**config.mk**
```make
export PLATFORM = sky130hd
export DESIGN_NAME = sliding_window_replay_check_flat
export DESIGN_NICKNAME = d
export VERILOG_FILES = /design/src/rtl/swrc_pkg.sv /design/src/rtl/swrc_if.sv /design/src/rtl/swrc_datapath.sv /design/src/rtl/swrc_ctrl.sv /design/src/rtl/sliding_window_replay_check.sv /design/src/flat_wrapper.sv
export SDC_FILE = /design/constraint.sdc
export NUM_CORES = 1
export LEC_CHECK = 0
export BUFFER_PORTS_ARGS = -buffer_cell sky130_fd_sc_hd__buf_2
export CAP_MARGIN = 20
export CORE_AREA = 2 2 224 226
export CTS_CLUSTER_DIAMETER = 60
export CTS_CLUSTER_SIZE = 10
export DETAILED_ROUTE_END_ITERATION = 7
export DIE_AREA = 0 0 226 228
export HOLD_SLACK_MARGIN = 0.06
export PLACE_DENSITY = 0.86
export SLEW_MARGIN = 20
export SYNTH_ARGS = -nofsm -noshare
export SYNTH_HDL_FRONTEND = slang
export SYNTH_SLANG_ARGS = --single-unit
export TNS_END_PERCENT = 100
```
**constraint.sdc**
```tcl
create_clock -name clock -period 6.3 [get_ports clock]
set_input_delay 0.63 -clock clock [delete_from_list [all_inputs] [get_ports clock]]
set_output_delay 0.63 -clock clock [all_outputs]
set_load 0.01 [all_outputs]
```
**src/rtl/swrc_pkg.sv**
```systemverilog
// Shared constants, types and command/status structs for the replay window check.
package swrc_pkg;

   localparam int WINDOW_BITS = 64;
   localparam int WIN_IDX_W   = $clog2(WINDOW_BITS);
   localparam int SEQ_W       = 32;
   localparam int CNT_W       = 32;
   localparam int SUM_W       = CNT_W + 1;
   localparam int QUAL_W      = 7;
   localparam int PROD_W      = CNT_W + QUAL_W + 1;
   localparam int PCT_SCALE   = 100;
   localparam int DIV_STEPS   = QUAL_W;
   localparam int STEP_W      = $clog2(DIV_STEPS);

   localparam logic STATUS_ACCEPT = 1'b0;
   localparam logic STATUS_REJECT = 1'b1;

   // Controller states, one-hot
   typedef enum logic [4:0] {
      ST_IDLE  = 5'b00001,
      ST_CHECK = 5'b00010,
      ST_PREP  = 5'b00100,
      ST_DIV   = 5'b01000,
      ST_LOAD  = 5'b10000
   } state_type;

   // Commands from controller to datapath
   typedef struct packed {
      logic capture;
      logic check;
      logic start_div;
      logic div_step;
      logic load_out;
   } cmd_type;

   // Status from datapath to controller
   typedef struct packed {
      logic div_last;
   } sts_type;

endpackage

```
**src/rtl/swrc_if.sv**
```systemverilog
// Valid/ready channel interfaces for the request and response beats.
interface swrc_req_if;
   import swrc_pkg::*;
   logic             valid;
   logic             ready;
   logic [SEQ_W-1:0] sequence_req;
   modport source (output valid, output sequence_req, input ready);
   modport sink   (input valid, input sequence_req, output ready);
endinterface

interface swrc_rsp_if;
   import swrc_pkg::*;
   logic              valid;
   logic              ready;
   logic              status;
   logic [CNT_W-1:0]  accepted_count;
   logic [CNT_W-1:0]  rejected_count;
   logic [QUAL_W-1:0] accept_pct;
   modport source (output valid, output status, output accepted_count,
                   output rejected_count, output accept_pct, input ready);
   modport sink   (input valid, input status, input accepted_count,
                   input rejected_count, input accept_pct, output ready);
endinterface

```
**src/rtl/swrc_datapath.sv**
```systemverilog
// Datapath: window check, counters, serial link-quality divider, output register.
module swrc_datapath (
   input  logic                      clock,
   input  logic                      reset,
   input  swrc_pkg::cmd_type         cmd,
   output swrc_pkg::sts_type         sts,
   input  logic [swrc_pkg::SEQ_W-1:0]  seq_in,
   output logic                      status_out,
   output logic [swrc_pkg::CNT_W-1:0]  accepted_out,
   output logic [swrc_pkg::CNT_W-1:0]  rejected_out,
   output logic [swrc_pkg::QUAL_W-1:0] quality_out
);
   import swrc_pkg::*;

   logic                   seeded_ff, seeded_in;
   logic [SEQ_W-1:0]       highest_ff, highest_in;
   logic [WINDOW_BITS-1:0] window_ff, window_in;
   logic [CNT_W-1:0]       accepted_ff, accepted_in;
   logic [CNT_W-1:0]       rejected_ff, rejected_in;
   logic [SEQ_W-1:0]       seq_ff;
   logic                   status_ff, status_in;
   logic [PROD_W-1:0]      rem_ff, rem_in;
   logic [SUM_W-1:0]       den_ff;
   logic [QUAL_W-1:0]      quot_ff, quot_in;
   logic [STEP_W-1:0]      step_ff;
   logic                   out_status_ff;
   logic [CNT_W-1:0]       out_accepted_ff, out_rejected_ff;
   logic [QUAL_W-1:0]      out_quality_ff;

   logic [SEQ_W-1:0]  diff;
   logic [SEQ_W-1:0]  back;
   logic              older;
   logic              ok;
   logic [PROD_W-1:0] den_shift;

   // Window check and update
   always_comb begin
      diff        = seq_ff - highest_ff;
      back        = SEQ_W'(0) - diff;
      older       = (diff == '0) || diff[SEQ_W-1];
      seeded_in   = seeded_ff;
      highest_in  = highest_ff;
      window_in   = window_ff;
      ok          = 1'b1;
      if (!seeded_ff) begin
         seeded_in  = 1'b1;
         highest_in = seq_ff;
         window_in  = WINDOW_BITS'(1);
      end else if (older) begin
         if (back >= SEQ_W'(WINDOW_BITS)) begin
            ok = 1'b0;
         end else if (window_ff[back[WIN_IDX_W-1:0]]) begin
            ok = 1'b0;
         end else begin
            window_in[back[WIN_IDX_W-1:0]] = 1'b1;
         end
      end else begin
         if (diff >= SEQ_W'(WINDOW_BITS)) begin
            window_in = WINDOW_BITS'(1);
         end else begin
            window_in = (window_ff << diff[WIN_IDX_W-1:0]) | WINDOW_BITS'(1);
         end
         highest_in = seq_ff;
      end
      accepted_in = ok ? accepted_ff + CNT_W'(1) : accepted_ff;
      rejected_in = ok ? rejected_ff : rejected_ff + CNT_W'(1);
      status_in   = ok ? STATUS_ACCEPT : STATUS_REJECT;
   end

   // One restoring step per cycle, quotient bit MSB first
   always_comb begin
      den_shift = PROD_W'(den_ff) << step_ff;
      rem_in    = rem_ff;
      quot_in   = quot_ff;
      if (rem_ff >= den_shift) begin
         rem_in          = rem_ff - den_shift;
         quot_in[step_ff] = 1'b1;
      end
   end

   assign sts.div_last = (step_ff == '0);

   // Window state and counters
   always_ff @(posedge clock) begin
      if (reset) begin
         seeded_ff   <= 1'b0;
         highest_ff  <= '0;
         window_ff   <= '0;
         accepted_ff <= '0;
         rejected_ff <= '0;
      end else if (cmd.check) begin
         seeded_ff   <= seeded_in;
         highest_ff  <= highest_in;
         window_ff   <= window_in;
         accepted_ff <= accepted_in;
         rejected_ff <= rejected_in;
      end
   end

   // Item payload, divider and output register
   always_ff @(posedge clock) begin
      if (cmd.capture) begin
         seq_ff <= seq_in;
      end
      if (cmd.check) begin
         status_ff <= status_in;
      end
      if (cmd.start_div) begin
         rem_ff  <= PROD_W'(accepted_ff) * PROD_W'(PCT_SCALE);
         den_ff  <= SUM_W'(accepted_ff) + SUM_W'(rejected_ff);
         quot_ff <= '0;
         step_ff <= STEP_W'(DIV_STEPS - 1);
      end else if (cmd.div_step) begin
         rem_ff  <= rem_in;
         quot_ff <= quot_in;
         step_ff <= step_ff - STEP_W'(1);
      end
      if (cmd.load_out) begin
         out_status_ff   <= status_ff;
         out_accepted_ff <= accepted_ff;
         out_rejected_ff <= rejected_ff;
         out_quality_ff  <= (den_ff == '0) ? QUAL_W'(PCT_SCALE) : quot_ff;
      end
   end

   assign status_out   = out_status_ff;
   assign accepted_out = out_accepted_ff;
   assign rejected_out = out_rejected_ff;
   assign quality_out  = out_quality_ff;

endmodule

```
**src/rtl/swrc_ctrl.sv**
```systemverilog
// Controller: sequences capture, check, divide and output load for each beat.
module swrc_ctrl (
   input  logic              clock,
   input  logic              reset,
   input  logic              req_valid,
   output logic              req_ready,
   output logic              rsp_valid,
   input  logic              rsp_ready,
   output swrc_pkg::cmd_type cmd,
   input  swrc_pkg::sts_type sts
);
   import swrc_pkg::*;

   state_type state_ff, state_in;
   logic      out_valid_ff, out_valid_in;
   logic      out_free;

   assign req_ready = (state_ff == ST_IDLE);
   assign rsp_valid = out_valid_ff;
   assign out_free  = !out_valid_ff || rsp_ready;

   // Next state and commands
   always_comb begin
      state_in      = state_ff;
      cmd           = '0;
      out_valid_in  = out_valid_ff && !rsp_ready;
      case (state_ff)
         ST_IDLE: begin
            if (req_valid) begin
               cmd.capture = 1'b1;
               state_in    = ST_CHECK;
            end
         end
         ST_CHECK: begin
            cmd.check = 1'b1;
            state_in  = ST_PREP;
         end
         ST_PREP: begin
            cmd.start_div = 1'b1;
            state_in      = ST_DIV;
         end
         ST_DIV: begin
            cmd.div_step = 1'b1;
            if (sts.div_last) begin
               state_in = ST_LOAD;
            end
         end
         ST_LOAD: begin
            if (out_free) begin
               cmd.load_out = 1'b1;
               out_valid_in = 1'b1;
               state_in     = ST_IDLE;
            end
         end
         default: begin
            state_in = ST_IDLE;
         end
      endcase
   end

   always_ff @(posedge clock) begin
      if (reset) begin
         state_ff     <= ST_IDLE;
         out_valid_ff <= 1'b0;
      end else begin
         state_ff     <= state_in;
         out_valid_ff <= out_valid_in;
      end
   end

endmodule

```
**src/rtl/sliding_window_replay_check.sv**
```systemverilog
// Top level of the 64-entry anti-replay sliding-window check.
//
// Usage: one sequence number enters per request beat on req_bus; each one
// produces exactly one response beat on rsp_bus carrying the accept/reject
// status, the wrapping accepted and rejected counts after the update, and
// the accept percentage floor(accepted*100/(accepted+rejected)), 100 when
// both counts are zero. The first number after reset seeds the window.
// Between the request beat and the response becoming valid, each item goes
// through the window check, multiply, 7 restoring divide steps, output load.
// The 7-step serial divider runs once per item and the request side is
// ready only between items, so no new item is taken before the last is done.
// The response sits in an output register, so the next request is taken
// while a finished response still waits; if the receiver keeps stalling,
// the following item waits in its load step until the register frees.
// Reset (synchronous, active high) clears the window, the seed flag, both
// counters and any pending response; no clearing pass is needed.
module sliding_window_replay_check (
   input logic        clock,
   input logic        reset,
   swrc_req_if.sink   req_bus,
   swrc_rsp_if.source rsp_bus
);
   import swrc_pkg::*;

   cmd_type cmd;
   sts_type sts;

   swrc_ctrl u_ctrl (
      .clock     (clock),
      .reset     (reset),
      .req_valid (req_bus.valid),
      .req_ready (req_bus.ready),
      .rsp_valid (rsp_bus.valid),
      .rsp_ready (rsp_bus.ready),
      .cmd       (cmd),
      .sts       (sts)
   );

   swrc_datapath u_datapath (
      .clock        (clock),
      .reset        (reset),
      .cmd          (cmd),
      .sts          (sts),
      .seq_in       (req_bus.sequence_req),
      .status_out   (rsp_bus.status),
      .accepted_out (rsp_bus.accepted_count),
      .rejected_out (rsp_bus.rejected_count),
      .quality_out  (rsp_bus.accept_pct)
   );

   // A taken request closes the request side while the item is worked on
   a_busy_after_accept: assert property (@(posedge clock) disable iff (reset)
      (req_bus.valid && req_bus.ready) |=> !req_bus.ready)
      else $error("request side still ready after accepting a beat");

   // Quality is a percentage
   a_quality_range: assert property (@(posedge clock) disable iff (reset)
      rsp_bus.valid |-> (rsp_bus.accept_pct <= QUAL_W'(PCT_SCALE)))
      else $error("accept percentage above 100");

   // No rejects counted means full quality
   a_quality_full: assert property (@(posedge clock) disable iff (reset)
      (rsp_bus.valid && (rsp_bus.rejected_count == '0) && (rsp_bus.accepted_count != '0))
      |-> (rsp_bus.accept_pct == QUAL_W'(PCT_SCALE)))
      else $error("accept percentage not 100 with zero rejects");

endmodule
```
**src/flat_wrapper.sv**
```systemverilog
// flat-port wrapper written by rule: the top's interface ports become plain ports
module sliding_window_replay_check_flat import swrc_pkg::*;
  (clock, reset, req_bus_valid, req_bus_sequence_req, req_bus_ready, rsp_bus_valid, rsp_bus_status, rsp_bus_accepted_count, rsp_bus_rejected_count, rsp_bus_accept_pct, rsp_bus_ready);
  swrc_req_if req_bus_i ();
  swrc_rsp_if rsp_bus_i ();
  input logic clock;
  input logic reset;
  input wire logic [$bits(req_bus_i.valid)-1:0] req_bus_valid;
  input wire logic [$bits(req_bus_i.sequence_req)-1:0] req_bus_sequence_req;
  output wire logic [$bits(req_bus_i.ready)-1:0] req_bus_ready;
  output wire logic [$bits(rsp_bus_i.valid)-1:0] rsp_bus_valid;
  output wire logic [$bits(rsp_bus_i.status)-1:0] rsp_bus_status;
  output wire logic [$bits(rsp_bus_i.accepted_count)-1:0] rsp_bus_accepted_count;
  output wire logic [$bits(rsp_bus_i.rejected_count)-1:0] rsp_bus_rejected_count;
  output wire logic [$bits(rsp_bus_i.accept_pct)-1:0] rsp_bus_accept_pct;
  input wire logic [$bits(rsp_bus_i.ready)-1:0] rsp_bus_ready;
  assign req_bus_i.valid = req_bus_valid;
  assign req_bus_i.sequence_req = req_bus_sequence_req;
  assign req_bus_ready = req_bus_i.ready;
  assign rsp_bus_valid = rsp_bus_i.valid;
  assign rsp_bus_status = rsp_bus_i.status;
  assign rsp_bus_accepted_count = rsp_bus_i.accepted_count;
  assign rsp_bus_rejected_count = rsp_bus_i.rejected_count;
  assign rsp_bus_accept_pct = rsp_bus_i.accept_pct;
  assign rsp_bus_i.ready = rsp_bus_ready;
  sliding_window_replay_check u_core (.clock(clock), .reset(reset), .req_bus(req_bus_i), .rsp_bus(rsp_bus_i));
endmodule
```
==> results of run 1 <==
layer usage:
metal | up-vias | track usage [%] | part of all wire [%]
li1 | 11980 | - | -
met1 | 11970 | 37.11 | 39
met2 | 1368 | 49.75 | 47
met3 | 283 | 5.178 | 9.5
met4 | 0 | 13.78 | 4.6
met5 | - | 0 | 0
final timing paths:
path | end | slack [ns] | depth (start not counted)
hold reg to reg | u_core.u_datapath.highest_ff[5] | 0.45 | 2
setup reg to reg | u_core.u_datapath.window_ff[9] | 0.36 | 17
hold / removal | u_core.u_datapath.seq_ff[24] | 0.22 | 1
setup / recovery | u_core.u_datapath.window_ff[9] | 0.36 | 17
cells in the mapped netlist, drive strengths merged (54+ instances only):
master | number | area share (%)
a21oi | 359 | 6.4
nand3 | 64 | 1.1
xor2 | 54 | 1.7
o21ai | 163 | 2.9
clkbuf | 128 | 1.7
inv | 226 | 3.0
nand2 | 291 | 3.9
a21o | 60 | 1.6
mux2i | 118 | 4.2
edfxtp | 175 | 19
xnor2 | 90 | 2.8
a211oi | 105 | 2.8
nor2 | 256 | 3.4
dfxtp | 180 | 13
ha | 208 | 9.2
sequential cells by signal, summed over array words and instances, names as in the netlist, 7 cells and up:
register                        flops
u_core.u_datapath.window_ff        64
u_core.u_datapath.rem_ff           40
u_core.u_datapath.den_ff           33
u_core.u_datapath.accepted_ff      32
u_core.u_datapath.accepted_out     32
u_core.u_datapath.highest_ff       32
u_core.u_datapath.rejected_ff      32
u_core.u_datapath.rejected_out     32
u_core.u_datapath.seq_ff           32
u_core.u_datapath.quality_out       7
u_core.u_datapath.quot_ff           7
timing repair:
| item | CTS | global route |
|---|---|---|
| setup buffers | 0 | 1 |
| hold buffers | 0 | 0 |
| endpoints found under the setup margin | 0 | 6 |
power by group through the flow:
stage	clock network, mW	registers (mW)	logic, mW
floorplan	0	2.57	2.26
global placement	0	2.64	2.87
global route	2.51	2.60	3.27
finish	2.41	2.60	3.04
detailed placement	0	2.64	2.92
CTS	2.43	2.59	2.94
cells by family (layout without fill, tap and decap cells):
kind of cell	Yosys count	after routing
AO/OA/AOI/OAI	980	980
AND/OR/NAND/NOR	925	925
flip-flops	355	355
buffers and inverters	396	466
XOR/XNOR	144	144
adder cells (fa/ha/maj)	238	238
multiplexers	193	193
worst reg2reg max path: stages, from the launching register on:
cell and delay (ns):
edfxtp_1 0.38, inv_1 0.10, ha_4 0.13, inv_1 0.04
fa_2 0.54, clkinv_1 0.13, ha_1 0.70, mux4_2 0.60
mux4_2 0.49, a22oi_1 0.29, nand3_1 0.17, or4_1 0.58
a2111oi_4 0.37, nand4_4 0.16, a21oi_4 0.33, buf_12 0.39
mux2i_1 0.32, nor2_1 0.06
area by class of cell:
cell class              instances  share of cell area, %
flip-flops and latches        355                  28.85
clock buffers                  71                  4.114
inverters                     229                  2.799
multi-input cells            2480                  58.22
well taps                     672                  2.737
repair buffers                156                  3.059
clock inverters                10                 0.2200
through the flow:
stage / std cells / util [%]
after floorplan: 3231 / -
after global placement: 3890 / 59.52
after detailed placement: 3890 / 59.52
after CTS: 3971 / 62.21
after global routing: 3973 / 62.24
final: 3973 / 62.24
==> out/summary.txt, run 1 <==
Outcome: complete, no violations
TritonRoute pass-1 iters: 7
Mean area per synthesized cell: 8.712 sq um
Critical path's slowest cell: ha_1
Total grt overflow: 0
EDFF count, synth: 175
Final GP Congestion: 1.036
Complex-gate fraction of the synthesized area: 22.19%
Slew Limit Fails: 0
Clock Latency Late Sink: 0.59 ns
Fmax: 168.3 MHz
Critical path data required time: 6.70 ns
Final setup fails: 0
Layout area overhead: 9.117%
Area occupied by multi-input gates: 17880 sq um
Worst Clk Skew: 0.03597 ns
Setup WS pre-CTS: 0.3693 ns
CP arrival: 6.34 ns
Detailed placer's ending HPWL: 56230 um
Fraction of layout cells with a size suffix above 1: 11.18%
Post-Syn Instances: 3231
Endpoints failing hold: 0
Die Ht: 228 um
Mux cell area share after synthesis: 9.317%
Logic gate share of total power: 37.8%
Hold wc startpoint: req_bus_sequence_req[24]
CTS tree: built
Peak supply drop: 0.0002802 V
Pwr dens: 262.0 nW/um^2
Pin count of the biggest net entering global routing: 109
Syn_nets: 3505
Clock transition at path regs: 0.06 ns
Vias: 25600
Min Tclk post-route: 5.943 ns
NetSw: 3.103 mW
CTS Buffer Depth: 3
CP startpoint: u_core.u_datapath.seq_ff[0]
Slew headroom: 23.35%
Antenna Nets Post-Route: 0
Die area: 51530 sq um
Worst r2r src: u_core.u_datapath.seq_ff[0]
Clock sinks: 355
Post-Synth Simple-Gate Area: 15.68%
Final total power: 8.048 mW
FF+latch area: 8861 sq um
Largest family of logic cells by synthesized area: compound AO/OA/AOI/OAI gates
Kind of critical path: reg -> reg
YS warnings: 0
Drt initial violations: 2803
DRC: 0
XOR/XNOR share of the synthesized area: 4.507%
Hold slack: 0.2234 ns
Commonest cells after routing, fill and taps aside: 357 x a21oi_1, 291 x nand2_1, 254 x nor2_1
Post-cts resize count: 0
CP startpoint kind: flop
Chip width: 226 um
Main synth FF type: dfxtp_1
FILL cells: 4052
H-tree Lvls: 2
Clock power share: 29.9%
Root Driver: clkbuf_16
Max FO, Critical Path: 95
WL/cell: 19.81 um
Switching Share: 38.55%
Adder-Cell Fraction of Synth Area: 11.38%
Vias in the first global route: 24190
Top Family by Delay on Critical Path: adder cells
Synth unique cells: 91
Commonest non-fill, non-tap cell in the layout: a21oi_1
Core area: 49350 sq um
Fin crit share: 94.33%
Slack of the critical path: 0.3572 ns
Worst slew pin tran: 1.141 ns
Port bufs: 109
#FFs+latches synth: 355
I/O pin cnt: 110
ANT cells: 0
Nets: 3541
Setup TNS: 0 ns
Worst hold path class: in -> reg
Vias per inst: 6.443
TritonCTS buffer count: 45
Register area share after synthesis: 31.47%
Max-cap violations: 0
Global-route wire length before repair: 124500 um
Critical-path cell list: inv_1 -> ha_4 -> inv_1 -> fa_2 -> clkinv_1 -> ha_1 -> mux4_2 -> mux4_2 -> a22oi_1 -> nand3_1 -> or4_1 -> a2111oi_4 -> nand4_4 -> a21oi_4 -> buf_12 -> mux2i_1 -> nor2_1
Internal power: 4.945 mW
Critical path buffer and inverter count: 4
Total GRT Usage: 29.67%
RSZ-0062 raised after global routing: false
Crit path capture type: flop
Mapped Area: 28150 sq um
Async set or reset register ratio after synthesis: 0%
Antenna violations before repair: 1
Rows: 82
Dpl cell area: 29370 sq um
Starting Density: 57.04%
Post-Layout Inst Area: 30710 sq um
Leak: 12.24 nW
WL final: 78690 um
Reg power frac: 32.3%
Crit-path max cell delay: 0.70 ns
Note: power is estimated with default switching activity, not from simulation.
==> run 2: changes to the inputs <==
--- a/config.mk
+++ b/config.mk
@@ -14,6 +14,7 @@
 export DIE_AREA = 0 0 226 228
 export HOLD_SLACK_MARGIN = 0.06
 export PLACE_DENSITY = 0.86
+export REMOVE_ABC_BUFFERS = 1
 export SLEW_MARGIN = 20
 export SYNTH_ARGS = -nofsm -noshare
 export SYNTH_HDL_FRONTEND = slang
==> run 2 against run 1 <==
Fmax down 1.4%. Clock skew down 0.0070 ns. Wire length up 4.8%. Worst hold slack worse by 0.0071 ns. Largest cell class unchanged. Sequential share of layout area down 0.16 points. Clock-buffer cell count down 1. First-iteration DRC count up 7.2%. Sequential cell count unchanged.
==> out/summary.txt, run 2 (synthesis results as in run 1) <==
Outcome: complete, no violations (unchanged)
FILL cells: 4053 (was 4052)
WL/cell: 20.73 um (was 19.81 um)
Core area: 49350 sq um (unchanged)
Clock Latency Late Sink: 0.60 ns (was 0.59 ns)
Fin crit share: 95.67% (was 94.33%)
Detailed placer's ending HPWL: 58970 um (was 56230 um)
Worst slew pin tran: 1.162 ns (was 1.141 ns)
Global-route wire length before repair: 130600 um (was 124500 um)
Chip width: 226 um (unchanged)
Peak supply drop: 0.0002268 V (was 0.0002802 V)
Pwr dens: 266.3 nW/um^2 (was 262.0 nW/um^2)
CP startpoint kind: flop (unchanged)
CP arrival: 6.47 ns (was 6.34 ns)
Endpoints failing hold: 0 (unchanged)
Post-Layout Inst Area: 30890 sq um (was 30710 sq um)
Fraction of layout cells with a size suffix above 1: 11.49% (was 11.18%)
I/O pin cnt: 110 (unchanged)
Slew headroom: 21.95% (was 23.35%)
Final GP Congestion: 0.9758 (was 1.036)
Fmax: 165.9 MHz (was 168.3 MHz)
Worst Clk Skew: 0.02893 ns (was 0.03597 ns)
Max FO, Critical Path: 51 (was 95)
Max FFs per register: 64 (unchanged)
Die area: 51530 sq um (unchanged)
RSZ-0062 raised after global routing: false (unchanged)
FF+latch area: 8862 sq um (was 8861 sq um)
Antenna violations before repair: 2 (was 1)
Layout area overhead: 9.739% (was 9.117%)
Drt initial violations: 3006 (was 2803)
Post-layout util: 62.59% (was 62.24%)
Starting Density: 57.04% (unchanged)
Port bufs: 109 (unchanged)
Pin count of the biggest net entering global routing: 99 (was 109)
Max-cap violations: 0 (unchanged)
Critical path data required time: 6.74 ns (was 6.70 ns)
H-tree Lvls: 2 (unchanged)
Antenna Nets Post-Route: 0 (unchanged)
WL final: 82500 um (was 78690 um)
Setup TNS: 0 ns (unchanged)
Commonest non-fill, non-tap cell in the layout: a21oi_1 (unchanged)
Min Tclk post-route: 6.027 ns (was 5.943 ns)
Clock transition at path regs: 0.06 ns (about the same)
TritonRoute pass-1 iters: 7 (unchanged)
DRC: 0 (unchanged)
Slew Limit Fails: 0 (unchanged)
Dpl cell area: 29450 sq um (was 29370 sq um)
Root Driver: clkbuf_16 (unchanged)
Vias: 25840 (was 25600)
Top reg by flops: u_core.u_datapath.window_ff (unchanged)
Commonest cells after routing, fill and taps aside: 357 x a21oi_1, 291 x nand2_1, 254 x nor2_1 (unchanged)
Crit path capture type: flop (unchanged)
Kind of critical path: reg -> reg (unchanged)
Total grt overflow: 0 (unchanged)
ANT cells: 0 (unchanged)
CTS Buffer Depth: 3 (unchanged)
TritonCTS buffer count: 45 (unchanged)
Worst hold path class: in -> reg (unchanged)
CTS tree: built (unchanged)
Largest regs: u_core.u_datapath.window_ff x64, u_core.u_datapath.rem_ff x40, u_core.u_datapath.den_ff x33 (unchanged)
Area occupied by multi-input gates: 17910 sq um (was 17880 sq um)
Total GRT Usage: 31.56% (was 29.67%)
Vias in the first global route: 24280 (was 24190)
Leak: 12.32 nW (was 12.24 nW)
Clock sinks: 355 (unchanged)
# hold bufs at CTS: 0 (unchanged)
Rows: 82 (unchanged)
Die Ht: 228 um (unchanged)
Nets: 3547 (was 3541)
Final setup fails: 0 (unchanged)
Vias per inst: 6.495 (was 6.443)
==> run 2: changes by cell type in the layout (fill, tap and decap cells not counted), sizes merged <==
cell / delta
bufinv: +3
buf: +7
clkbuf: -2
clkinv: -2
==> run 2: final timing paths <==
check	start	slack [ns]	end	cells past startpoint
worst max-delay path	u_core.u_datapath.seq_ff[0]	0.27	u_core.u_datapath.accepted_ff[31]	18
worst min-delay path	req_bus_sequence_req[16]	0.22	u_core.u_datapath.seq_ff[16]	1
worst min register to register	u_core.u_datapath.status_ff	0.42	u_core.u_datapath.status_out	0
worst max register to register	u_core.u_datapath.seq_ff[0]	0.27	u_core.u_datapath.accepted_ff[31]	18
==> run 2: cell type report <==
type                            instances  share of cell area (%)
Multi-Input combinational cell       2480                   57.98
Sequential cell                       355                   28.69
Clock buffer                           70                   4.087
Timing Repair Buffer                  162                   3.277
Inverter                              229                   2.783
Tap cell                              672                   2.722
Clock inverter                         11                  0.4618
==> run 2: what timing repair did <==
item | 4_1_cts | 5_1_grt
resized for setup | 0 | 0
setup buffers | 0 | 1
endpoints found under the setup margin | 0 | 50
==> run 2: through the flow <==
stage,instances,power (mW),hold WS (ns),worst slack (ns)
finish,3979,8.225,0.2164,0.2730
global placement,3897,5.562,0.4028,0.3271
floorplan,3064,4.800,0.4003,-4.717
global route,3979,8.592,0.2021,0.04137
detailed placement,3897,5.602,0.4074,0.2087
CTS,3978,8.130,0.1922,0.1678
==> run 2: per-layer routing <==
layer	GRT usage (%)	vias to the layer above	wire (um)
met4	13.58	2	4091
met2	49.04	1441	36450
met3	6.054	290	7775
li1	-	12000	-
met5	0	-	14
met1	42.90	12110	34170
==> run 2: report_power, final <==
part / total (mW) / internal (mW) / switching (mW)
clock: 2.52 / 1.50 / 1.03
sequential: 2.59 / 2.49 / 0.104
combinational: 3.11 / 1.08 / 2.02
total: 8.22 / 5.07 / 3.15
==> run 2: worst max-delay path, cell delays in order (launching register included) <==
cell	delay [ns]
edfxtp_1	0.39
inv_1	0.10
ha_4	0.13
inv_1	0.05
fa_2	0.54
clkinv_1	0.10
buf_4	0.32
and3_1	0.36
xnor2_1	0.84
mux4_2	0.41
a22oi_1	0.35
nand3_1	0.17
or4_1	0.58
a2111oi_4	0.35
nand4_4	0.15
buf_4	0.24
a2111oi_4	0.52
a31o_2	0.22
a21oi_1	0.05
